===== src/hw/rtl/atb_pkg.sv =====
// ----------------------------------------------------------------------------
// atb_pkg
// shared types and constants for the alias table builder
// ----------------------------------------------------------------------------
package atb_pkg;

    localparam int VALUE_W           = 23;
    localparam int OUT_IDX_W         = 6;
    localparam int DEF_MAX_ENTRIES   = 64;
    localparam int DEF_FRACTION_BITS = 16;

    typedef struct packed {
        logic [VALUE_W-1:0] prob_value;
        logic               last_entry;
    } item_t;

    typedef struct packed {
        logic [OUT_IDX_W-1:0] entry_index;
        logic [VALUE_W-1:0]   threshold;
        logic [OUT_IDX_W-1:0] alias_index;
        logic                 last_result;
    } result_t;

    // stack control
    typedef struct packed {
        logic clear;
        logic push;
        logic pop;
    } stack_ctl_t;

    // alias store control
    typedef struct packed {
        logic clear;
        logic we;
    } alias_ctl_t;

endpackage


===== src/hw/rtl/atb_value_mem.sv =====
// ----------------------------------------------------------------------------
// atb_value_mem
// probability value store, one write port and two registered read ports
// ----------------------------------------------------------------------------
module atb_value_mem #(
    parameter int DEPTH = atb_pkg::DEF_MAX_ENTRIES,
    parameter int IDX_W = $clog2(atb_pkg::DEF_MAX_ENTRIES)
) (
    input  logic                       clk,
    input  logic                       we,
    input  logic [IDX_W-1:0]           waddr,
    input  logic [atb_pkg::VALUE_W-1:0] wdata,
    input  logic [IDX_W-1:0]           addr_a,
    input  logic [IDX_W-1:0]           addr_b,
    output logic [atb_pkg::VALUE_W-1:0] rd_a,
    output logic [atb_pkg::VALUE_W-1:0] rd_b
);
    import atb_pkg::*;

    logic [VALUE_W-1:0] mem [DEPTH];

    always_ff @(posedge clk)
    begin
        if (we)
        begin
            mem[waddr] <= wdata;
        end
        rd_a <= mem[addr_a];
        rd_b <= mem[addr_b];
    end

endmodule


===== src/hw/rtl/atb_stack.sv =====
// ----------------------------------------------------------------------------
// atb_stack
// index stack in a synchronous memory, pop data registered
// ----------------------------------------------------------------------------
module atb_stack #(
    parameter int DEPTH = atb_pkg::DEF_MAX_ENTRIES,
    parameter int IDX_W = $clog2(atb_pkg::DEF_MAX_ENTRIES),
    parameter int CNT_W = $clog2(atb_pkg::DEF_MAX_ENTRIES + 1)
) (
    input  logic                clk,
    input  logic                rst_n,
    input  atb_pkg::stack_ctl_t ctl,
    input  logic [IDX_W-1:0]    push_data,
    output logic [IDX_W-1:0]    pop_data,
    output logic [CNT_W-1:0]    count
);
    import atb_pkg::*;

    logic [IDX_W-1:0] mem [DEPTH];
    logic [CNT_W-1:0] count_reg;
    logic [CNT_W-1:0] count_next;
    logic [CNT_W-1:0] count_dec;

    assign count_dec = count_reg - CNT_W'(1);
    assign count     = count_reg;

    always_comb
    begin
        priority if (ctl.clear)
        begin
            count_next = '0;
        end
        else if (ctl.push)
        begin
            count_next = count_reg + CNT_W'(1);
        end
        else if (ctl.pop)
        begin
            count_next = count_dec;
        end
        else
        begin
            count_next = count_reg;
        end
    end

    always_ff @(posedge clk or negedge rst_n)
    begin
        if (!rst_n)
        begin
            count_reg <= '0;
        end
        else
        begin
            count_reg <= count_next;
        end
    end

    always_ff @(posedge clk)
    begin
        if (ctl.push && !ctl.clear)
        begin
            mem[count_reg[IDX_W-1:0]] <= push_data;
        end
        if (ctl.pop)
        begin
            pop_data <= mem[count_dec[IDX_W-1:0]];
        end
    end

endmodule


===== src/hw/rtl/atb_alias_mem.sv =====
// ----------------------------------------------------------------------------
// atb_alias_mem
// alias partner store, unwritten entries read as zero through valid bits
// ----------------------------------------------------------------------------
module atb_alias_mem #(
    parameter int DEPTH = atb_pkg::DEF_MAX_ENTRIES,
    parameter int IDX_W = $clog2(atb_pkg::DEF_MAX_ENTRIES)
) (
    input  logic                clk,
    input  logic                rst_n,
    input  atb_pkg::alias_ctl_t ctl,
    input  logic [IDX_W-1:0]    waddr,
    input  logic [IDX_W-1:0]    wdata,
    input  logic [IDX_W-1:0]    raddr,
    output logic [IDX_W-1:0]    rd
);
    import atb_pkg::*;

    logic [IDX_W-1:0] mem [DEPTH];
    logic [DEPTH-1:0] valid_reg;
    logic [DEPTH-1:0] valid_next;
    logic [IDX_W-1:0] mem_q;
    logic             valid_q;

    always_comb
    begin
        valid_next = valid_reg;
        if (ctl.clear)
        begin
            valid_next = '0;
        end
        else if (ctl.we)
        begin
            valid_next[waddr] = 1'b1;
        end
    end

    always_ff @(posedge clk or negedge rst_n)
    begin
        if (!rst_n)
        begin
            valid_reg <= '0;
            valid_q   <= 1'b0;
        end
        else
        begin
            valid_reg <= valid_next;
            valid_q   <= valid_reg[raddr];
        end
    end

    always_ff @(posedge clk)
    begin
        if (ctl.we)
        begin
            mem[waddr] <= wdata;
        end
        mem_q <= mem[raddr];
    end

    assign rd = valid_q ? mem_q : '0;

endmodule


===== src/hw/rtl/alias_table_builder_unit.sv =====
// ----------------------------------------------------------------------------
// alias_table_builder_unit
// builds an alias sampling table from scaled probabilities loaded in order
// ----------------------------------------------------------------------------
// Loading takes one probability per cycle with busy low. The entry flagged
// last, or the one that fills the table, starts the build and raises busy.
// Pairing then takes each small/large pair through stack pop, value store
// read and value and alias write-back, in that order since the stack and
// value memories have registered reads, and the stack pop step ends it
// when a stack runs dry. Emission follows: one entry per cycle in index
// order, each shown for one cycle with result_strobe; the receiver cannot
// stall, so every strobe must be taken. Busy stays high through emission,
// and the last result appears in the cycle after busy falls, where a new
// set may already start loading.
module alias_table_builder_unit #(
    parameter int MAX_ENTRIES   = atb_pkg::DEF_MAX_ENTRIES,
    parameter int FRACTION_BITS = atb_pkg::DEF_FRACTION_BITS
) (
    input  logic             clk,
    input  logic             rst_n,
    input  logic             start,
    output logic             busy,
    input  atb_pkg::item_t   item,
    output logic             result_strobe,
    output atb_pkg::result_t result
);
    import atb_pkg::*;

    localparam int IDX_W  = $clog2(MAX_ENTRIES);
    localparam int CNT_W  = $clog2(MAX_ENTRIES + 1);
    localparam int WIDE_W = ((FRACTION_BITS + 1 > VALUE_W) ? FRACTION_BITS + 1 : VALUE_W) + 1;
    localparam logic [WIDE_W-1:0] ONE_WIDE = WIDE_W'(1) << FRACTION_BITS;
    localparam logic [IDX_W-1:0]  LAST_POS = IDX_W'(MAX_ENTRIES - 1);

    typedef enum logic [4:0] {
        S_LOAD = 5'b00001,
        S_POP  = 5'b00010,
        S_READ = 5'b00100,
        S_UPD  = 5'b01000,
        S_EMIT = 5'b10000
    } state_t;

    state_t           state_reg, state_next;
    logic [IDX_W-1:0] load_cnt_reg, load_cnt_next;
    logic [IDX_W-1:0] last_idx_reg, last_idx_next;
    logic [IDX_W-1:0] emit_cnt_reg, emit_cnt_next;
    logic [IDX_W-1:0] emit_idx_reg, emit_idx_next;
    logic             emit_last_reg, emit_last_next;
    logic             pend_reg, pend_next;

    stack_ctl_t       small_ctl, large_ctl;
    logic [IDX_W-1:0] push_data;
    logic [IDX_W-1:0] small_top_idx, large_top_idx;
    logic [CNT_W-1:0] small_cnt, large_cnt;

    logic               vm_we;
    logic [IDX_W-1:0]   vm_waddr;
    logic [VALUE_W-1:0] vm_wdata;
    logic [IDX_W-1:0]   vm_addr_a, vm_addr_b;
    logic [VALUE_W-1:0] vm_rd_a, vm_rd_b;

    alias_ctl_t       al_ctl;
    logic [IDX_W-1:0] al_rd;

    logic               accept;
    logic               is_last;
    logic               in_below;
    logic [WIDE_W-1:0]  pair_sum;
    logic [VALUE_W-1:0] pair_val;
    logic               pair_below;

    assign busy     = (state_reg != S_LOAD);
    assign accept   = start && !busy;
    assign is_last  = item.last_entry || (load_cnt_reg == LAST_POS);
    assign in_below = (WIDE_W'(item.prob_value) < ONE_WIDE);

    // port a holds the large entry, port b the small one
    assign pair_sum   = WIDE_W'(vm_rd_a) + WIDE_W'(vm_rd_b) - ONE_WIDE;
    assign pair_val   = pair_sum[VALUE_W-1:0];
    assign pair_below = (WIDE_W'(pair_val) < ONE_WIDE);

    always_comb
    begin
        state_next     = state_reg;
        load_cnt_next  = load_cnt_reg;
        last_idx_next  = last_idx_reg;
        emit_cnt_next  = emit_cnt_reg;
        emit_idx_next  = emit_idx_reg;
        emit_last_next = emit_last_reg;
        pend_next      = 1'b0;
        small_ctl      = '0;
        large_ctl      = '0;
        push_data      = load_cnt_reg;
        vm_we          = 1'b0;
        vm_waddr       = load_cnt_reg;
        vm_wdata       = item.prob_value;
        vm_addr_a      = emit_cnt_reg;
        vm_addr_b      = small_top_idx;
        al_ctl         = '0;

        unique case (state_reg)
            S_LOAD:
            begin
                if (accept)
                begin
                    vm_we          = 1'b1;
                    small_ctl.push = in_below;
                    large_ctl.push = !in_below;
                    al_ctl.clear   = (load_cnt_reg == '0);
                    if (is_last)
                    begin
                        load_cnt_next = '0;
                        last_idx_next = load_cnt_reg;
                        state_next    = S_POP;
                    end
                    else
                    begin
                        load_cnt_next = load_cnt_reg + IDX_W'(1);
                    end
                end
            end
            S_POP:
            begin
                if (small_cnt == '0 || large_cnt == '0)
                begin
                    small_ctl.clear = 1'b1;
                    large_ctl.clear = 1'b1;
                    emit_cnt_next   = '0;
                    state_next      = S_EMIT;
                end
                else
                begin
                    small_ctl.pop = 1'b1;
                    large_ctl.pop = 1'b1;
                    state_next    = S_READ;
                end
            end
            S_READ:
            begin
                vm_addr_a  = large_top_idx;
                vm_addr_b  = small_top_idx;
                state_next = S_UPD;
            end
            S_UPD:
            begin
                vm_we          = 1'b1;
                vm_waddr       = large_top_idx;
                vm_wdata       = pair_val;
                al_ctl.we      = 1'b1;
                push_data      = large_top_idx;
                small_ctl.push = pair_below;
                large_ctl.push = !pair_below;
                state_next     = S_POP;
            end
            S_EMIT:
            begin
                pend_next      = 1'b1;
                emit_idx_next  = emit_cnt_reg;
                emit_last_next = (emit_cnt_reg == last_idx_reg);
                if (emit_cnt_reg == last_idx_reg)
                begin
                    state_next = S_LOAD;
                end
                else
                begin
                    emit_cnt_next = emit_cnt_reg + IDX_W'(1);
                end
            end
            default:
            begin
                state_next = S_LOAD;
            end
        endcase
    end

    always_ff @(posedge clk or negedge rst_n)
    begin
        if (!rst_n)
        begin
            state_reg    <= S_LOAD;
            load_cnt_reg <= '0;
            pend_reg     <= 1'b0;
        end
        else
        begin
            state_reg    <= state_next;
            load_cnt_reg <= load_cnt_next;
            pend_reg     <= pend_next;
        end
    end

    always_ff @(posedge clk)
    begin
        last_idx_reg  <= last_idx_next;
        emit_cnt_reg  <= emit_cnt_next;
        emit_idx_reg  <= emit_idx_next;
        emit_last_reg <= emit_last_next;
    end

    atb_stack #(
        .DEPTH (MAX_ENTRIES),
        .IDX_W (IDX_W),
        .CNT_W (CNT_W)
    ) u_small_stack (
        .clk       (clk),
        .rst_n     (rst_n),
        .ctl       (small_ctl),
        .push_data (push_data),
        .pop_data  (small_top_idx),
        .count     (small_cnt)
    );

    atb_stack #(
        .DEPTH (MAX_ENTRIES),
        .IDX_W (IDX_W),
        .CNT_W (CNT_W)
    ) u_large_stack (
        .clk       (clk),
        .rst_n     (rst_n),
        .ctl       (large_ctl),
        .push_data (push_data),
        .pop_data  (large_top_idx),
        .count     (large_cnt)
    );

    atb_value_mem #(
        .DEPTH (MAX_ENTRIES),
        .IDX_W (IDX_W)
    ) u_value_mem (
        .clk    (clk),
        .we     (vm_we),
        .waddr  (vm_waddr),
        .wdata  (vm_wdata),
        .addr_a (vm_addr_a),
        .addr_b (vm_addr_b),
        .rd_a   (vm_rd_a),
        .rd_b   (vm_rd_b)
    );

    atb_alias_mem #(
        .DEPTH (MAX_ENTRIES),
        .IDX_W (IDX_W)
    ) u_alias_mem (
        .clk   (clk),
        .rst_n (rst_n),
        .ctl   (al_ctl),
        .waddr (small_top_idx),
        .wdata (large_top_idx),
        .raddr (emit_cnt_reg),
        .rd    (al_rd)
    );

    assign result_strobe      = pend_reg;
    assign result.entry_index = OUT_IDX_W'(emit_idx_reg);
    assign result.threshold   = vm_rd_a;
    assign result.alias_index = OUT_IDX_W'(al_rd);
    assign result.last_result = emit_last_reg;

endmodule


===== config.mk =====
export PLATFORM = sky130hd
export DESIGN_NAME = alias_table_builder_unit
export DESIGN_NICKNAME = d
export VERILOG_FILES = /design/src/hw/rtl/atb_pkg.sv /design/src/hw/rtl/atb_value_mem.sv /design/src/hw/rtl/atb_stack.sv /design/src/hw/rtl/atb_alias_mem.sv /design/src/hw/rtl/alias_table_builder_unit.sv
export SDC_FILE = /design/constraint.sdc
export NUM_CORES = 2
export LEC_CHECK = 0
export ABC_AREA = 1
export BUFFER_PORTS_ARGS = -buffer_cell sky130_fd_sc_hd__buf_2
export CORE_ASPECT_RATIO = 0.5
export CORE_UTILIZATION = 30
export CTS_CLUSTER_DIAMETER = 150
export DETAILED_ROUTE_END_ITERATION = 8
export PLACE_DENSITY_LB_ADDON = 0.15
export SETUP_SLACK_MARGIN = 0.05
export SYNTH_ARGS = -nofsm -noshare
export SYNTH_HDL_FRONTEND = slang
export SYNTH_HIERARCHICAL = 1
export SYNTH_SLANG_ARGS = --single-unit

===== constraint.sdc =====
create_clock -name clk -period 11.4 [get_ports clk]
set_input_delay 1.14 -clock clk [delete_from_list [all_inputs] [get_ports clk]]
set_output_delay 1.14 -clock clk [all_outputs]
set_load 0.01 [all_outputs]

==> reports/metrics.yaml <==
run_status:
  status: "finished clean"
sta:
  tns_ns: 0
  period_minus_slack_ns: 5.92
  fin_skew_ns: 0.0734
  grt_setup_unrepaired: "false"
  slew_violations: 0
  finalHoldViolCount: 0
  period_share_pct: 51.9
  hold_slack_ns: 0.285
  maxSlewHeadroom_pct: 1.77
  worstMarginPinSlew_ns: 1.47
  finalSetupViolCount: 0
  worst_slack_ns: 5.48
  fmax_mhz: 169
pwr:
  ir_drop_mv: 0.279
  power_mw: 36.4
  cellLeakagePower_nw: 56.3
  power_density_nw_per_um2: 247
clock_tree:
  holdBufCountCts: 0
  postCtsResizedCells: 0
  cts_max_level: 5
  cts_sinks: 2798
  clock_latency_ns: 0.93
  cts_tree: "done"
  cts_setup_buffers: 0
  cts_buffers: 294
  clkTransAtPathRegs_ns: 0.06
  clockBufferDepth: 4
  cts_root_buf: "clkbuf_16"
setup_path:
  end_kind: "register"
  worstSetupStartpointType: "register"
  r2r_end: "u_large_stack/mem[52][1]"
  r2r_cells: 18
  r2r_slack_ns: 5.48
  cp.required_ns: 11.89
  cp_max_fo: 10
  worstPathArrival_ns: 6.41
  crit_type: "reg -> reg"
  r2r_start: "u_value_mem/rd_a[15]"
floorplanning:
  die_w_um: 941
  initial_utilization_pct: 30.3
  core_area_um2: 436000
  rows: 171
  die_h_um: 471
  pin_count: 65
  dieArea_um2: 443000
route:
  avgViaCountPerCell: 5.25
  drt_pass1_iterations: 7
  vias: 104000
  drc: 0
  wl_per_cell_um: 25.3
  antenna_left: 0
  wl_mm: 501
  drt_iter0_drc: 11600
placement:
  post-place-cells: 19200
  dp_hpwl_mm: 276
  globalplace.congestion: 0.846
  post-place-ws_ns: 5.57
  port_buffers: 64
synthesis:
  async_reset_ff_share_pct: 3.25
  syn_inst: 14100
  syn_area_per_cell_um2: 9.39
  yosys.area.top_type_share_pct: 60.3
  syn-num-nets: 14200
  synth_flop_cell: "edfxtp_1"
  synth_edf_count: 2655
  yosysTopAreaCell: "edfxtp_1"
  synth_area_um2: 132000
  synth_area_leaders: "edfxtp_1 60%, nand2_1 16%, nand3_1 13%, buf_2 2.0%, dfrtp_1 1.7%"
  yosysSeqAreaShare_pct: 62.8
  yosysWarnings: 6
  yosysUniqueCellTypes: 52
  ys_ff_latch: 2798
final_layout:
  drive_gt1_share_pct: 6.26
  largest_register_ff_count: 1472
  final_cell_count_no_fill: 19800
  largest-register: "u_value_mem/mem"
  area_delta_synth_final_pct: 11.3
  nets: 13800
global_route:
  grt_first_pass_wirelength_mm: 714
  antenna_found_initial: 22
  grt_pass1_vias: 99600
  grt_overflow: 0
  grt_max_degree: 209
  grt_usage_pct: 21.8
flow_run:
  cap_violations: 0
worst_hold_path:
  min_path_type: "in -> async"
worst max-delay path, stage by stage, from the launching register on:
cell      delay [ns]
dfxtp_1         0.81
ha_1            0.36
ha_1            0.39
nand2_1         0.14
nor2_1          0.20
inv_1           0.08
nor3_1          0.14
nand2_1         0.09
nand3b_1        0.09
nand2_1         0.10
nand2_1         0.09
nor2_1          0.07
nand2_1         0.06
nand2_1         0.05
nand2_1         0.42
inv_1           0.22
nor2_2          0.31
nand4_1         0.99
nor2_1          0.85
cell families after synthesis:
group	Yosys count	synth area share [%]
compound gates	172	0.695
fa+ha+maj	51	0.489
buf+inv	1424	5.07
simple gates	9606	30.7
flops	2798	62.8
xor+xnor	22	0.169
cells in the mapped netlist, types with 5 or more instances:
library cell,number
a21oi_1,24
buf_1,62
buf_2,527
buf_4,97
buf_6,41
clkbuf_1,191
dfrtp_1,90
dfxtp_1,52
edfxtp_1,2655
ha_1,50
inv_1,482
inv_2,15
nand2_1,5512
nand2_2,12
nand3_1,3398
nand3_2,7
nand4_1,29
nor2_1,585
nor2_2,11
nor3_1,19
nor4_1,17
o21ai_0,119
o21ai_1,6
or2_2,5
xnor2_1,11
xor2_1,7
layout by cell type (no fill, tap or decap), types with 4 or more instances in the layout:
cell type,instances
clkbuf_1,83
nor3_1,18
nand3b_1,4
inv_6,11
clkinv_1,37
nor4_2,9
clkbuf_16,302
bufinv_16,16
nor2_1,527
inv_8,4
inv_2,15
nand4_1,29
buf_4,204
o21ai_1,5
buf_2,63
ha_1,48
o21ai_4,30
diode_2,14
buf_12,23
nand3_1,3398
inv_1,473
dfrtp_1,88
nor2_2,13
dfxtp_1,52
clkinv_2,50
clkinv_8,7
xnor2_1,11
o211ai_1,4
clkbuf_8,17
nand2_2,15
a21oi_1,24
or2_2,5
xor2_1,5
o21ai_0,90
nand3_2,7
nand2_1,5509
edfxtp_1,2655
nor2_4,57
nor4_1,8
metal layers:
metal	track usage (%)	share of wire (%)	vias up
met5	0	0.0020	-
met4	7.55	3.8	2
met3	3.94	8.0	853
met2	33.6	44	4512
met1	30.9	45	51500
li1	-	-	47000
worst max-delay path by stage:
stage,start,end,slack [ns],cells after the start
2_1_floorplan,state_reg[0],u_value_mem/mem[50][0],0.97,7
3_3_place_gp,u_value_mem/rd_a[15],u_small_stack/mem[34][1],5.66,18
3_5_place_dp,u_value_mem/rd_a[15],u_small_stack/mem[58][1],5.57,18
4_1_cts,u_value_mem/rd_a[15],u_small_stack/mem[58][4],5.52,18
5_1_grt,u_value_mem/rd_a[15],u_small_stack/mem[50][1],5.11,18
6_report,u_value_mem/rd_a[15],u_large_stack/mem[52][1],5.48,18
metrics by stage:
| step | instance area [µm²] | utilization (%) |
|---|---|---|
| after floorplan | 132000 | - |
| after global placement | 138000 | 31.6 |
| after detailed placement | 138000 | 31.6 |
| after CTS | 147000 | 33.7 |
| after global routing | 147000 | 33.7 |
| final | 147000 | 33.7 |
where the power goes:
part	switching [mW]	internal (mW)	leakage (nW)
Sequential	0.322	12.0	25.7
Clock	4.22	5.35	4.50
Combinational	11.0	3.41	26.1
area by class of cell:
cell class | instances | area (µm²)
timing repair buffer | 290 | 2310
clock buffer | 402 | 8100
tap | 5795 | 7250
fill | 44100 | 289000
clock inverter | 117 | 1070
antenna | 14 | 35.0
multi-input combinational | 9851 | 43300
inverter | 505 | 1980
sequential | 2798 | 83100
Note: power is estimated with default switching activity, not from simulation.
